## config.mk

```make
export PLATFORM = sky130hd
export DESIGN_NAME = tlc_fifo
export DESIGN_NICKNAME = d
export VERILOG_FILES = /design/src/hdl/ternary_layer_compositor_macros.svh /design/src/hdl/tlc_pkg.sv /design/src/hdl/tlc_fifo.sv
export SDC_FILE = /design/constraint.sdc
export NUM_CORES = 1
export LEC_CHECK = 0
export BUFFER_PORTS_ARGS = -buffer_cell sky130_fd_sc_hd__clkbuf_2
export CORE_MARGIN = 2
export CORE_UTILIZATION = 41
export DETAILED_ROUTE_END_ITERATION = 12
export HOLD_SLACK_MARGIN = 0.12
export SLEW_MARGIN = 0
export SYNTH_ARGS = -nofsm -noshare
export SYNTH_HDL_FRONTEND = slang
export SYNTH_SLANG_ARGS = --single-unit
export TNS_END_PERCENT = 20
```

## constraint.sdc

```tcl
create_clock -name clk -period 4.2 [get_ports clk]
set_input_delay 0.84 -clock clk [delete_from_list [all_inputs] [get_ports clk]]
set_output_delay 0.84 -clock clk [all_outputs]
set_load 0.02 [all_outputs]
```

## src/hdl/ternary_layer_compositor_macros.svh

```systemverilog
// -----------------------------------------------------------------------------
// Ternary layer compositor assertion macros
// Shared property shorthands for the compositor checks.
// -----------------------------------------------------------------------------
`ifndef TERNARY_LAYER_COMPOSITOR_MACROS_SVH
`define TERNARY_LAYER_COMPOSITOR_MACROS_SVH

// same-cycle implication
`define TLC_CHK(lbl, ante, cons, msg) \
	lbl: assert property (@(posedge clk) disable iff (!arst_n) (ante) |-> (cons)) \
		else $error(msg);

// next-cycle implication
`define TLC_CHK_NEXT(lbl, ante, cons, msg) \
	lbl: assert property (@(posedge clk) disable iff (!arst_n) (ante) |=> (cons)) \
		else $error(msg);

`endif

```

## src/hdl/tlc_pkg.sv

```systemverilog
// -----------------------------------------------------------------------------
// Ternary layer compositor package
// Command codes, decoded request and pixel types, trit helpers.
// -----------------------------------------------------------------------------
package tlc_pkg;

	typedef enum logic [2:0] {
		FN_CREATE  = 3'd0,
		FN_DESTROY = 3'd1,
		FN_MOVE    = 3'd2,
		FN_SHOW    = 3'd3,
		FN_WRITE   = 3'd4,
		FN_COMP    = 3'd5,
		FN_READ    = 3'd6,
		FN_BAD     = 3'd7
	} op_t;

	typedef struct packed {
		logic signed [1:0] b;
		logic signed [1:0] g;
		logic signed [1:0] r;
	} pix_t;

	localparam pix_t PIX_BLACK = '{b: 2'sb11, g: 2'sb11, r: 2'sb11};
	localparam pix_t PIX_GRAY  = '{b: 2'sb00, g: 2'sb00, r: 2'sb00};
	localparam logic signed [1:0] RANK_LO = 2'sb11;
	localparam logic signed [1:0] RANK_HI = 2'sb01;
	// coordinate sums: 11-bit origin plus up to 1024 offset
	localparam int CW = 13;

	typedef struct packed {
		op_t               op;
		logic [3:0]        win_id;
		logic signed [10:0] pos_x;
		logic signed [10:0] pos_y;
		logic signed [10:0] size_w;
		logic signed [10:0] size_h;
		logic signed [1:0] layer;
		logic              show;
		pix_t              px;
	} cmd_t;

	typedef struct packed {
		logic vld;
		cmd_t cmd;
	} cmd_req_t;

	function automatic logic signed [1:0] trit_sat(input logic signed [1:0] t);
		return (t == 2'sb10) ? 2'sb11 : t;
	endfunction

	function automatic logic signed [1:0] tmax(input logic signed [1:0] a,
			input logic signed [1:0] b);
		return (a > b) ? a : b;
	endfunction

	function automatic pix_t pix_max(input pix_t a, input pix_t b);
		pix_t o;
		o.r = tmax(a.r, b.r);
		o.g = tmax(a.g, b.g);
		o.b = tmax(a.b, b.b);
		return o;
	endfunction

endpackage

```

## src/hdl/tlc_fifo.sv

```systemverilog
// -----------------------------------------------------------------------------
// Compositor request queue
// Two-entry queue between the front end and the execution engine.
// -----------------------------------------------------------------------------
module tlc_fifo import tlc_pkg::*; (
	input  logic     clk,
	input  logic     arst_n,
	input  logic     push,
	input  cmd_t     din,
	output logic     full,
	input  logic     pop,
	output cmd_req_t head
);

	cmd_t       mem_q [2];
	logic       wp_q, rp_q;
	logic [1:0] cnt_q;

	assign full     = (cnt_q == 2'd2);
	assign head.vld = (cnt_q != 2'd0);
	assign head.cmd = mem_q[rp_q];

	always_ff @(posedge clk) begin
		if (push) mem_q[wp_q] <= din;
	end

	always_ff @(posedge clk or negedge arst_n) begin
		if (!arst_n) begin
			wp_q  <= 1'b0;
			rp_q  <= 1'b0;
			cnt_q <= 2'd0;
		end else begin
			if (push) wp_q <= !wp_q;
			if (pop) rp_q <= !rp_q;
			cnt_q <= cnt_q + 2'(push) - 2'(pop);
		end
	end

endmodule

```

==> impl_metrics.yaml <==
status:
  status: "completed"
cts:
  path_clk_slew_ns: 0.05
  cts-root-buf: "clkbuf_16"
  clock_latency_ns: 0.40
  cts.sinks: 124
  ctsResizeCount: 0
  cts_buffer_depth: 2
  htreeDepth: 4
  cts_hold_buf: 0
  cts_setup_buffers: 0
  tritoncts: "built"
  cts_buffers: 17
final_layout:
  nets: 409
  instances_no_fill: 499
  drive_above_1_share_pct: 62.9
  antenna_cells: 0
  syn_to_final_growth_pct: 27.7
  fill_cells: 914
floorplanning:
  dieWidth_um: 113
  dieArea_um2: 12700
  io_pins: 126
  start_util_pct: 42.1
  coreArea_um2: 11500
  std_cell_rows: 39
  die_y_um: 113
setup_path:
  critPathMaxFanout: 31
  cp-start-kind: "register"
  arrival_ns: 2.07
  worst-path-buf-inv: 2
  endpoint_kind: "primary output"
  crit_type: "reg -> out"
  crit_slowest_cell: "dfrtp_4"
  critPathTopFamily: "flip-flops"
  critPathRequiredTime_ns: 3.36
  slowest_delay_ns: 0.82
  cp_cell_sequence: "buf_12, mux2_4, clkbuf_2"
timing:
  tightest_slew_ns: 0.901
  min_period_ns: 2.91
  finalClockSkew_ns: 0.00710
  slew_violations: 0
  setup_tns_ns: 0
  finalSetupViolCount: 0
  timing.final.crit_share_pct: 69.3
  hold_viol: 0
  fmax_ghz: 0.343
  max_slew_margin_pct: 39.8
  rsz0062_at_grt: "false"
grt:
  grt_overflow: 0
  grt_pass1_wl_um: 12900
  grt_pass1_vias: 2509
  track_usage_pct: 13.7
  grt_antenna_before_repair: 0
  grt_max_degree: 33
routing:
  final_antenna_net_count: 0
  drc_errors: 0
  drtIter0Drc: 82
  wl_per_cell_um: 16.3
  via_per_inst: 4.56
  dr.pass1.iters: 4
  postRouteWirelength_um: 8130
  num_vias: 2277
place:
  place_congestion: 0.631
  placedCellCount: 467
  io_buffers: 125
  dpl.hpwl_um: 5270
synth:
  netlist_area_um2: 4830
  netlist_instances: 202
  syn-num-nets: 268
  yosysTopAreaCellShare_pct: 74.6
  synth_area_leaders: "edfxtp_1 75%, mux2_4 18%, buf_12 2.5%"
  synth_cell_type_count: 13
  ys_seq_area_share_pct: 76.7
  synth_area_leader_cell: "edfxtp_1"
  synth-seq-cells: 124
  yosysWarnings: 0
  syn_area_per_cell_um2: 23.9
pwr:
  power_density_nw_per_um2: 749
  vdd_drop_max_uv: 327
  p_leak_nw: 2.56
run:
  maxCapViolations: 0
worst_hold_path:
  hold_path_class: "in -> async"
==> path summary, 6_finish.rpt <==
path	cells past startpoint	start	end	slack (ns)
worst min-delay path	1	arst_n	cnt_q[1]	0.24
min in group clk	1	wp_q	wp_q	0.55
worst max register to register	2	wp_q	mem_q[1][4]	2.36
worst max-delay path	3	rp_q	head[49]	1.29
max in group asynchronous	1	arst_n	rp_q	3.81
worst min register to register	1	wp_q	wp_q	0.55
==> cell usage after synthesis <==
master	instances
ha_1	2
or2_2	1
buf_12	6
and2_1	1
nor2b_1	2
xor3_1	1
mux2_4	59
xor2_1	2
buf_6	1
inv_1	2
edfxtp_1	120
dfrtp_1	4
mux2_2	1
==> state kept, by name (all words and copies together) (netlist names) <==
| name | count |
|---|---|
| cnt_q | 2 |
| wp_q | 1 |
| mem_q | 120 |
| rp_q | 1 |
==> metal layers <==
layer	wire length, um	global-route usage (%)
met1	3450	16.5
met3	676	6.10
met4	138	6.34
met5	0	0
met2	3860	21.2
==> cell families (layout without fill, tap and decap cells) <==
| kind of cell | Yosys count | in the layout | synth area share [%] |
|---|---|---|---|
| and+or+nand+nor | 4 | 4 | 0.518 |
| buffers and inverters | 9 | 163 | 2.88 |
| muxes | 60 | 60 | 18.6 |
| DFF | 124 | 124 | 76.7 |
| xor gates and xnor gates | 3 | 3 | 0.855 |
| adders and majority gates | 2 | 2 | 0.518 |
==> through the flow <==
step                      hold WS (ns)  utilization [%]  power, mW  cell area [um^2]  worst slack [ns]
after floorplan                  0.455                -       2.94              4830             0.231
after global placement           0.522             48.6       3.23              5570              1.68
after detailed placement         0.528             48.6       3.25              5570              1.66
after CTS                        0.224             53.8       4.69              6170              1.24
after global routing             0.217             53.8       4.86              6170              1.17
final                            0.238             53.8       4.62              6170              1.29
==> worst register-to-register path: stages, from the launching register on <==
cell and delay (ns):
dfrtp_1 0.42, and2_2 0.70, buf_4 0.40
==> area by class of cell <==
| type | instances | area (um^2) | share of cell area [%] |
|---|---|---|---|
| clock buffers | 22 | 484 | 7.85 |
| repair buffers | 129 | 681 | 11.0 |
| well taps | 143 | 179 | 2.90 |
| flip-flops and latches | 124 | 3710 | 60.1 |
| multi-input cells | 69 | 997 | 16.2 |
| clock inverters | 10 | 114 | 1.85 |
| inverters | 2 | 7.51 | 0.122 |
==> placed cells by master, fill, tap and decap left out <==
cell type	n
and2_2	1
buf_12	2
buf_4	2
bufinv_16	2
clkbuf_1	1
clkbuf_16	17
clkbuf_2	125
clkbuf_8	4
clkinv_2	3
clkinv_4	1
clkinvlp_4	4
dfrtp_1	3
dfrtp_4	1
edfxtp_1	120
ha_1	2
inv_1	2
mux2_2	1
mux2_4	59
nor2b_1	1
nor2b_4	1
or2_2	1
xor2_1	2
xor3_1	1
==> report_power, final <==
| part | switching, mW | internal, mW | total [mW] | leakage [nW] |
|---|---|---|---|---|
| combinational | 0.735 | 0.663 | 1.40 | 1.10 |
| sequential | 0.152 | 1.65 | 1.80 | 1.17 |
| clock | 0.490 | 0.933 | 1.42 | 0.284 |
(Power assumes the default switching activity.)
