===== config.mk =====
export PLATFORM = sky130hd
export DESIGN_NAME = tlc_front
export DESIGN_NICKNAME = d
export VERILOG_FILES = /design/src/hdl/ternary_layer_compositor_macros.svh /design/src/hdl/tlc_pkg.sv /design/src/hdl/tlc_front.sv
export SDC_FILE = /design/constraint.sdc
export NUM_CORES = 1
export LEC_CHECK = 0
export BUFFER_PORTS_ARGS = -buffer_cell sky130_fd_sc_hd__buf_2
export CAP_MARGIN = 30
export CORE_MARGIN = 4
export CORE_UTILIZATION = 25
export DETAILED_ROUTE_END_ITERATION = 8
export MAX_ROUTING_LAYER = met4
export PLACE_DENSITY = 0.95
export RECOVER_POWER = 100
export SLEW_MARGIN = 5
export SYNTH_ARGS = -nofsm -noshare
export SYNTH_HDL_FRONTEND = slang
export SYNTH_SLANG_ARGS = --single-unit

===== constraint.sdc =====
create_clock -name vclk -period 1.6
set_clock_uncertainty 0.1 [all_clocks]
set_input_delay 0.32 -clock vclk [all_inputs]
set_output_delay 0.32 -clock vclk [all_outputs]
set_load 0.02 [all_outputs]

===== src/hdl/ternary_layer_compositor_macros.svh =====
// -----------------------------------------------------------------------------
// Ternary layer compositor assertion macros
// Shared property shorthands for the compositor checks.
// -----------------------------------------------------------------------------
`ifndef TERNARY_LAYER_COMPOSITOR_MACROS_SVH
`define TERNARY_LAYER_COMPOSITOR_MACROS_SVH

// same-cycle implication
`define TLC_CHK(lbl, ante, cons, msg) \
	lbl: assert property (@(posedge clk) disable iff (!arst_n) (ante) |-> (cons)) \
		else $error(msg);

// next-cycle implication
`define TLC_CHK_NEXT(lbl, ante, cons, msg) \
	lbl: assert property (@(posedge clk) disable iff (!arst_n) (ante) |=> (cons)) \
		else $error(msg);

`endif


===== src/hdl/tlc_pkg.sv =====
// -----------------------------------------------------------------------------
// Ternary layer compositor package
// Command codes, decoded request and pixel types, trit helpers.
// -----------------------------------------------------------------------------
package tlc_pkg;

	typedef enum logic [2:0] {
		FN_CREATE  = 3'd0,
		FN_DESTROY = 3'd1,
		FN_MOVE    = 3'd2,
		FN_SHOW    = 3'd3,
		FN_WRITE   = 3'd4,
		FN_COMP    = 3'd5,
		FN_READ    = 3'd6,
		FN_BAD     = 3'd7
	} op_t;

	typedef struct packed {
		logic signed [1:0] b;
		logic signed [1:0] g;
		logic signed [1:0] r;
	} pix_t;

	localparam pix_t PIX_BLACK = '{b: 2'sb11, g: 2'sb11, r: 2'sb11};
	localparam pix_t PIX_GRAY  = '{b: 2'sb00, g: 2'sb00, r: 2'sb00};
	localparam logic signed [1:0] RANK_LO = 2'sb11;
	localparam logic signed [1:0] RANK_HI = 2'sb01;
	// coordinate sums: 11-bit origin plus up to 1024 offset
	localparam int CW = 13;

	typedef struct packed {
		op_t               op;
		logic [3:0]        win_id;
		logic signed [10:0] pos_x;
		logic signed [10:0] pos_y;
		logic signed [10:0] size_w;
		logic signed [10:0] size_h;
		logic signed [1:0] layer;
		logic              show;
		pix_t              px;
	} cmd_t;

	typedef struct packed {
		logic vld;
		cmd_t cmd;
	} cmd_req_t;

	function automatic logic signed [1:0] trit_sat(input logic signed [1:0] t);
		return (t == 2'sb10) ? 2'sb11 : t;
	endfunction

	function automatic logic signed [1:0] tmax(input logic signed [1:0] a,
			input logic signed [1:0] b);
		return (a > b) ? a : b;
	endfunction

	function automatic pix_t pix_max(input pix_t a, input pix_t b);
		pix_t o;
		o.r = tmax(a.r, b.r);
		o.g = tmax(a.g, b.g);
		o.b = tmax(a.b, b.b);
		return o;
	endfunction

endpackage


===== src/hdl/tlc_front.sv =====
// -----------------------------------------------------------------------------
// Compositor front end
// Accepts stream requests, decodes the command and sanitizes its operands.
// -----------------------------------------------------------------------------
module tlc_front import tlc_pkg::*; (
	input  logic        s_tvalid,
	output logic        s_tready,
	input  logic [63:0] s_tdata,
	input  logic [2:0]  s_tuser,
	input  logic        q_full,
	input  logic        init_done,
	output logic        push,
	output cmd_t        cmd
);

	logic signed [10:0] sw, sh;

	assign s_tready = init_done && !q_full;
	assign push     = s_tvalid && s_tready;
	assign sw       = s_tdata[36:26];
	assign sh       = s_tdata[47:37];

	always_comb begin
		cmd.win_id = s_tdata[3:0];
		cmd.pos_x  = s_tdata[14:4];
		cmd.pos_y  = s_tdata[25:15];
		cmd.size_w = sw;
		cmd.size_h = sh;
		cmd.layer  = s_tdata[49:48];
		cmd.show   = s_tdata[50];
		cmd.px.r   = trit_sat(s_tdata[52:51]);
		cmd.px.g   = trit_sat(s_tdata[54:53]);
		cmd.px.b   = trit_sat(s_tdata[56:55]);
		case (s_tuser)
			FN_CREATE:  cmd.op = (sw > 11'sd0 && sh > 11'sd0) ? FN_CREATE : FN_BAD;
			FN_DESTROY: cmd.op = FN_DESTROY;
			FN_MOVE:    cmd.op = FN_MOVE;
			FN_SHOW:    cmd.op = FN_SHOW;
			FN_WRITE:   cmd.op = FN_WRITE;
			FN_COMP:    cmd.op = FN_COMP;
			FN_READ:    cmd.op = FN_READ;
			default:    cmd.op = FN_BAD;
		endcase
	end

endmodule


==> results of run 1 <==
==> synth_stat cells (all sizes together) <==
master | number | area [um^2]
nand2 | 1 | 3.75
nor4 | 6 | 52.6
nor3 | 3 | 15.0
a31oi | 1 | 12.5
nor2 | 4 | 15.0
and2 | 1 | 6.26
and3 | 1 | 6.26
nor2b | 1 | 6.26
clkbuf | 3 | 11.3
buf | 51 | 383
or2 | 3 | 18.8
o21ai | 2 | 17.5
==> through the flow <==
step	power [W]	worst slack (ns)	setup TNS, ns	cells	hold slack, ns
after CTS	0.000196	-0.0672	-0.144	120	0.540
final	0.000202	-0.0394	-0.0760	120	0.540
after floorplan	0.000228	0.143	0	77	0.623
after global routing	0.000218	-0.0894	-0.218	120	0.540
after global placement	0.000178	-0.135	-0.344	120	0.540
after detailed placement	0.000180	-0.131	-0.331	120	0.540
==> cells by family (layout without fill, tap and decap cells) <==
kind of cell | after synthesis | count (layout) | share of synthesized area, %
simple gates | 20 | 20 | 22.6
buf+inv | 54 | 70 | 71.9
compound gates | 3 | 3 | 5.48
==> critical path: cells and delay by family <==
| family | cells | cell delay (ns) |
|---|---|---|
| simple gates | 2 | 0.48 |
| buf+inv | 2 | 0.23 |
| compound gates | 2 | 0.18 |
==> power breakdown <==
part	internal [W]	switching [W]	leakage, nW
Clock	0	0	0
Sequential	0	0	0
Combinational	0.0000877	0.000115	0.331
==> cell type report <==
cell class	instances	area, um^2	share of cell area [%]
timing repair buffer	70	400	62.1
multi-input combinational	23	210	32.6
tap	27	33.8	5.24
==> placed cells by master, fill, tap and decap left out <==
cell / instances
and3_4: 1
nor4_4: 3
buf_6: 7
or2_2: 3
nor2b_1: 1
nor3_1: 3
o21ai_2: 2
buf_2: 56
nor4_1: 1
nand2_1: 1
a31oi_4: 1
and2_1: 1
nor4_2: 2
nor2_1: 4
buf_4: 4
clkbuf_1: 3
==> layer usage <==
| layer | global-route usage [%] | wire length, um | up-vias |
|---|---|---|---|
| met5 | - | 0 | - |
| met4 | 3.32 | 47 | 0 |
| met3 | 1.63 | 314 | 8 |
| met2 | 16.7 | 744 | 63 |
| met1 | 7.69 | 407 | 217 |
| li1 | - | - | 231 |
==> final timing paths <==
check	startpoint	to	slack, ns	cells after the start
worst max-delay path	s_tdata[39]	cmd[59]	-0.04	6
worst min-delay path	s_tdata[18]	cmd[34]	0.54	0
==> timing repair <==
item	CTS	global route
pin swaps	3	4
gates resized for setup	14	6
endpoints found under the setup margin	3	3
buffers inserted	0	0
==> run_results.csv, run 1 <==
group,metric,value,unit
outcome,status,"complete, but fails checks",
outcome,failed_checks,"setup timing",
synth,synth_cell_type_count,13,
final_layout,areaGrowthSynthToFinish,17.6,%
global_route,grt_pass1_vias,467,
die,die_w,54.8,um
setup_path,path_cells,"buf_2, nor4_1, and3_4, a31oi_4, o21ai_2, buf_6",
die,io_pins,132,
routing,dr.pass1.iters,3,
global_route,overflow,0,
sta,setup_violations,2,
setup_path,crit_required,1.18,ns
sta,tightest_slew,0.285,ns
sta,finalHoldViolations,0,
synth,syn-num-nets,147,
power,vdd_drop_max,0.000117,V
synth,ys_warn_count,0,
job,drv_cap,0,
placed_design,io_buffer_count,67,
global_route,gr-usage-all-layers,8.45,%
setup_path,crit_path_max_incr_delay,0.25,ns
die,die_area,3010,um^2
sta,grt_setup_unrepaired,"true",
synth,seq_area_frac_synth,0,%
final_layout,finalInstanceArea,644,um^2
sta,max_slew_margin,80.8,%
sta,fmax,610,MHz
setup_path,crit_fanout,3,
final_layout,drive_above_1_share,84.9,%
final_layout,clock_buffers,0,
die,fp.dieH,54.8,um
die,initial_core_util,27.1,%
power,p_per_area,314,nW/um^2
die,core_region_area,2020,um^2
final_layout,final_nets,165,
synth,synth.cell_area,548,um^2
global_route,grt_max_degree,6,
routing,vias_per_cell,4.33,
setup_path,worstPathArrival,1.22,ns
routing,vias,519,
setup_path,cp_slowest_cell,"nor4_1",
sta,slew_violations,0,
clock_tree,hold_buffers,0,
routing,wl,1510,um
routing,routedWlPerCell,12.6,um
final_layout,fillers,226,
sta,min_period,1.64,ns
setup_path,startpoint_type,"input port",
final_layout,seq_cells,0,
die,rows,16,
sta,fin_ws,-0.0394,ns
final_layout,regArea,0,um^2
synth,syn_inst,77,
final_layout,diodes,0,
placed_design,placed_cell_area,546,um^2
hold_path,hold_class,"input port to output port",
routing,postRouteAntennaNets,0,
power,p_leak,0.331,nW
sta,fin_crit_sh,102,%
global_route,antenna_found_initial,0,
routing,drc,0,
routing,drt-initial-drc-count,1,
global_route,grt_pass1_wl,1830,um
setup_path,worstSetupEndpointType,"output port",
placed_design,gp_congestion,0.653,
final_layout,final_util,31.9,%
setup_path,path_class,"input port to output port",
synth,syn_avg_cell_area,7.12,um^2
placed_design,place_hpwl,1310,um
Note: power is estimated with default switching activity, not from simulation.
==> inputs of run 2 (changes only) <==
- CORE_UTILIZATION: 25 -> 21
- PLACE_DENSITY: 0.95 -> 0.9
- clock period: 1.6 -> 1.4 ns (I/O delays scaled with it)
==> run 2 against run 1 <==
- the run still ends with setup timing left
- setup slack worse by 0.15 ns
- via count is 0.19% higher
- die area rose by 16%
- critical path type unchanged
- largest cell class unchanged
==> run_results.csv, run 2 (synthesis gave the netlist of run 1 again) <==
group,metric,value,unit
die,initial_core_util,22.1,%
final_layout,finalInstanceArea,636,um^2
outcome,failed_checks,"setup timing",
sta,max_slew_margin,79.2,%
final_layout,clock_buffers,0,
sta,tightest_slew,0.310,ns
placed_design,place_hpwl,1330,um
power,p_per_area,360,nW/um^2
die,die_area,3490,um^2
sta,finalHoldViolations,0,
job,drv_cap,0,
setup_path,startpoint_type,"input port",
sta,min_period,1.59,ns
sta,slew_violations,0,
die,fp.dieH,59.1,um
placed_design,gp_congestion,0.543,
setup_path,path_cells,"buf_2, nor4_2, a31oi_4, o21ai_2, buf_6",
die,die_w,59.1,um
global_route,grt_pass1_wl,2310,um
global_route,antenna_found_initial,0,
power,p_leak,0.266,nW
power,power,0.000229,W
power,vdd_drop_max,0.000126,V
setup_path,worstPathArrival,1.21,ns
final_layout,seq_cells,0,
final_layout,final_util,25.7,%
clock_tree,cts_setup_buffers,0,
global_route,grt_max_degree,6,
sta,fin_ws,-0.187,ns
routing,drc,0,
setup_path,path_buf_inv,2,
final_layout,fillers,282,
sta,fin_setup_tns,-0.487,ns
final_layout,areaGrowthSynthToFinish,16.0,%
final_layout,drive_above_1_share,59.1,%
routing,postRouteAntennaNets,0,
die,rows,18,
setup_path,crit_path_max_incr_delay,0.35,ns
global_route,overflow,0,
placed_design,placed_cell_area,549,um^2
global_route,grt_pass1_vias,546,
final_layout,mostFrequentLayoutCell,"buf_2",
routing,vias_per_cell,4.23,
setup_path,path_class,"input port to output port",
routing,vias,520,
final_layout,final_nets,165,
routing,drt-initial-drc-count,14,
sta,fin_crit_sh,113,%
setup_path,crit_required,1.02,ns
setup_path,cp.depth,5,
setup_path,endpoint,"cmd[59]",
final_layout,diodes,0,
routing,routedWlPerCell,12.3,um
setup_path,crit_fanout,3,
placed_design,dpl_worst_slack,-0.278,ns
final_layout,regArea,0,um^2
sta,fmax,630,MHz
hold_path,hold_class,"input port to output port",
outcome,status,"complete, but fails checks",
global_route,gr-usage-all-layers,8.43,%
placed_design,io_buffer_count,67,
setup_path,crit_start,"s_tuser[2]",
final_layout,layout_common_cells,"buf_2, clkbuf_1, buf_6",
routing,wl,1520,um
die,io_pins,132,
sta,setup_violations,3,
sta,grt_setup_unrepaired,"true",
hold_path,holdPathStages,0,
die,core_region_area,2480,um^2
routing,dr.pass1.iters,2,
setup_path,worstSetupEndpointType,"output port",
setup_path,cp_top_family,"simple AND/OR/NAND/NOR gates",
setup_path,cp_slowest_cell,"nor4_2",
-- run 2: changes by cell type in the layout (fill, tap and decap cells not counted), sizes merged --
| cell | previous run | this run |
|---|---|---|
| clkbuf | 3 | 28 |
| buf | 67 | 42 |
-- run 2: metal layers --
metal | vias up | wire (um) | GRT usage [%]
li1 | 231 | - | -
met1 | 224 | 415 | 7.27
met2 | 57 | 799 | 16.9
met3 | 8 | 256 | 1.53
met4 | 0 | 46 | 4.21
met5 | - | 0 | -
-- run 2: layout make-up --
cell class / instances / area [um^2] / area share, %
timing repair buffer: 70 / 373 / 58.7
multi-input combinational: 23 / 225 / 35.4
tap: 30 / 37.5 / 5.91
-- run 2: stage by stage --
stage | instances | hold slack [ns]
finish | 123 | 0.460
global route | 123 | 0.460
CTS | 123 | 0.460
detailed placement | 123 | 0.460
global placement | 123 | 0.460
floorplan | 77 | 0.543
-- run 2: worst min path at each step --
stage,from,to,slack [ns]
final,s_tdata[20],cmd[36],0.46
after global routing,s_tdata[13],cmd[51],0.46
after CTS,s_tdata[25],cmd[41],0.46
after detailed placement,s_tdata[25],cmd[41],0.46
after global placement,s_tdata[25],cmd[41],0.46
after floorplan,q_full,s_tready,0.54
-- run 2: what timing repair did --
action                                  4_1_cts  5_1_grt
gates resized for setup                      19        2
hold buffers                                  0        0
endpoints found under the setup margin        3        3
pin swaps                                     5        5
-- run 2: power breakdown --
group          leakage [nW]  switching [W]  total [W]  internal, W
Sequential                0              0          0            0
Clock                     0              0          0            0
Combinational         0.266       0.000137   0.000229    0.0000921
Total                 0.266       0.000137   0.000229    0.0000921
==> inputs of run 3 (changes only) <==
- SETUP_SLACK_MARGIN: not set -> 0.1
==> run 3 against run 2 <==
- power grew 4.3%
- hold slack is the same
- largest power group unchanged
- critical path depth grew 1
- the run still ends with setup timing left
- maximum frequency grew 2.5%
- non-clock buffer count is the same
- critical path type unchanged
- first-iteration DRC count grew 7.1%
==> run_results.csv, run 3 (synthesis gave the netlist of run 1 again) <==
group,metric,value,unit
global_route,grt_pass1_vias,476,
routing,postRouteAntennaNets,0,
global_route,grt_pass1_wl,2230,um
die,fp.dieH,59.1,um
final_layout,final_nets,165,
setup_path,worstSetupEndpointType,"output port",
final_layout,drive_above_1_share,59.1,%
final_layout,fillers,288,
die,die_w,59.1,um
sta,grt_setup_unrepaired,"true",
global_route,gr-usage-all-layers,8.10,%
final_layout,regArea,0,um^2
die,io_pins,132,
setup_path,crit_fanout,3,
sta,max_slew_margin,81.1,%
placed_design,dpl_worst_slack,-0.299,ns
routing,drc,0,
global_route,grt_max_degree,6,
outcome,status,"complete, but fails checks",
sta,fin_setup_tns,-0.393,ns
routing,vias,515,
die,initial_core_util,22.1,%
power,vdd_drop_max,0.000113,V
setup_path,crit_required,1.02,ns
final_layout,areaGrowthSynthToFinish,21.2,%
hold_path,hold_class,"input port to output port",
hold_path,min_to,"cmd[31]",
hold_path,holdPathStages,0,
sta,min_period,1.55,ns
die,rows,18,
final_layout,layout_common_cells,"buf_2, clkbuf_1, buf_6",
sta,slew_violations,0,
hold_path,hold_start,"s_tdata[15]",
sta,tightest_slew,0.281,ns
die,core_region_area,2480,um^2
outcome,failed_checks,"setup timing",
power,p_leak,0.271,nW
clock_tree,cts_setup_buffers,0,
setup_path,path_class,"input port to output port",
routing,wl,1570,um
placed_design,io_buffer_count,67,
global_route,overflow,0,
sta,fin_crit_sh,111,%
final_layout,seq_cells,0,
routing,routedWlPerCell,12.7,um
routing,drt-initial-drc-count,15,
routing,dr.pass1.iters,2,
placed_design,gp_congestion,0.538,
setup_path,startpoint_type,"input port",
setup_path,worstPathArrival,1.17,ns
power,p_per_area,359,nW/um^2
placed_design,place_hpwl,1350,um
sta,setup_violations,3,
global_route,antenna_found_initial,0,
final_layout,diodes,0,
sta,finalHoldViolations,0,
job,drv_cap,0,
final_layout,clock_buffers,0,
sta,fin_ws,-0.149,ns
routing,vias_per_cell,4.19,
die,die_area,3490,um^2
sta,fmax,646,MHz
-- run 3: changes by cell type in the layout (fill, tap and decap cells not counted), sizes merged --
cell	previous run	this run
buf	42	41
clkbuf	28	29
-- run 3: worst max-delay path by stage --
| stage | startpoint | to | slack [ns] | cells past startpoint |
|---|---|---|---|---|
| floorplan | s_tuser[2] | cmd[57] | 0.02 | 3 |
| global placement | s_tdata[42] | cmd[57] | -0.28 | 6 |
| detailed placement | s_tdata[27] | cmd[59] | -0.30 | 6 |
| CTS | s_tdata[45] | cmd[59] | -0.20 | 6 |
| global route | s_tdata[45] | cmd[57] | -0.21 | 6 |
| finish | s_tdata[39] | cmd[57] | -0.15 | 6 |
-- run 3: report_power, final --
part	total [W]	internal [W]	switching [W]	leakage, nW
Combinational	0.000239	0.0000965	0.000142	0.271
Sequential	0	0	0	0
Clock	0	0	0	0
Total	0.000239	0.0000965	0.000142	0.271
-- run 3: worst max-delay path, cell delays in order --
cell and delay, ns:
buf_2 0.12, nor4_4 0.23, and3_4 0.22, a31oi_4 0.04, o21ai_2 0.14, buf_6 0.13
-- run 3: cell type report --
class	instances	area [um^2]	area share, %
Multi-Input combinational cell	23	245	36.9
Tap cell	30	37.5	5.65
Timing Repair Buffer	70	382	57.4
-- run 3: stage by stage --
step / hold slack (ns) / total power [W] / cell area [um^2] / util [%] / cells
after detailed placement: 0.460 / 0.000209 / 552 / 22.3 / 123
final: 0.460 / 0.000239 / 664 / 26.8 / 123
after floorplan: 0.509 / 0.000261 / 551 / - / 77
after CTS: 0.460 / 0.000237 / 658 / 26.6 / 123
after global routing: 0.460 / 0.000256 / 664 / 26.8 / 123
after global placement: 0.460 / 0.000206 / 552 / 22.3 / 123
-- run 3: what timing repair did --
item / 4_1_cts / 5_1_grt
gates resized for setup: 20 / 6
pin swaps: 8 / 3
hold buffers: 0 / 0
endpoints found under the setup margin: 3 / 3
-- run 3: layer usage --
layer | routed length (um) | GRT usage (%)
met5 | 0 | -
met4 | 21 | 1.29
met1 | 437 | 7.66
met3 | 258 | 1.31
met2 | 846 | 16.9
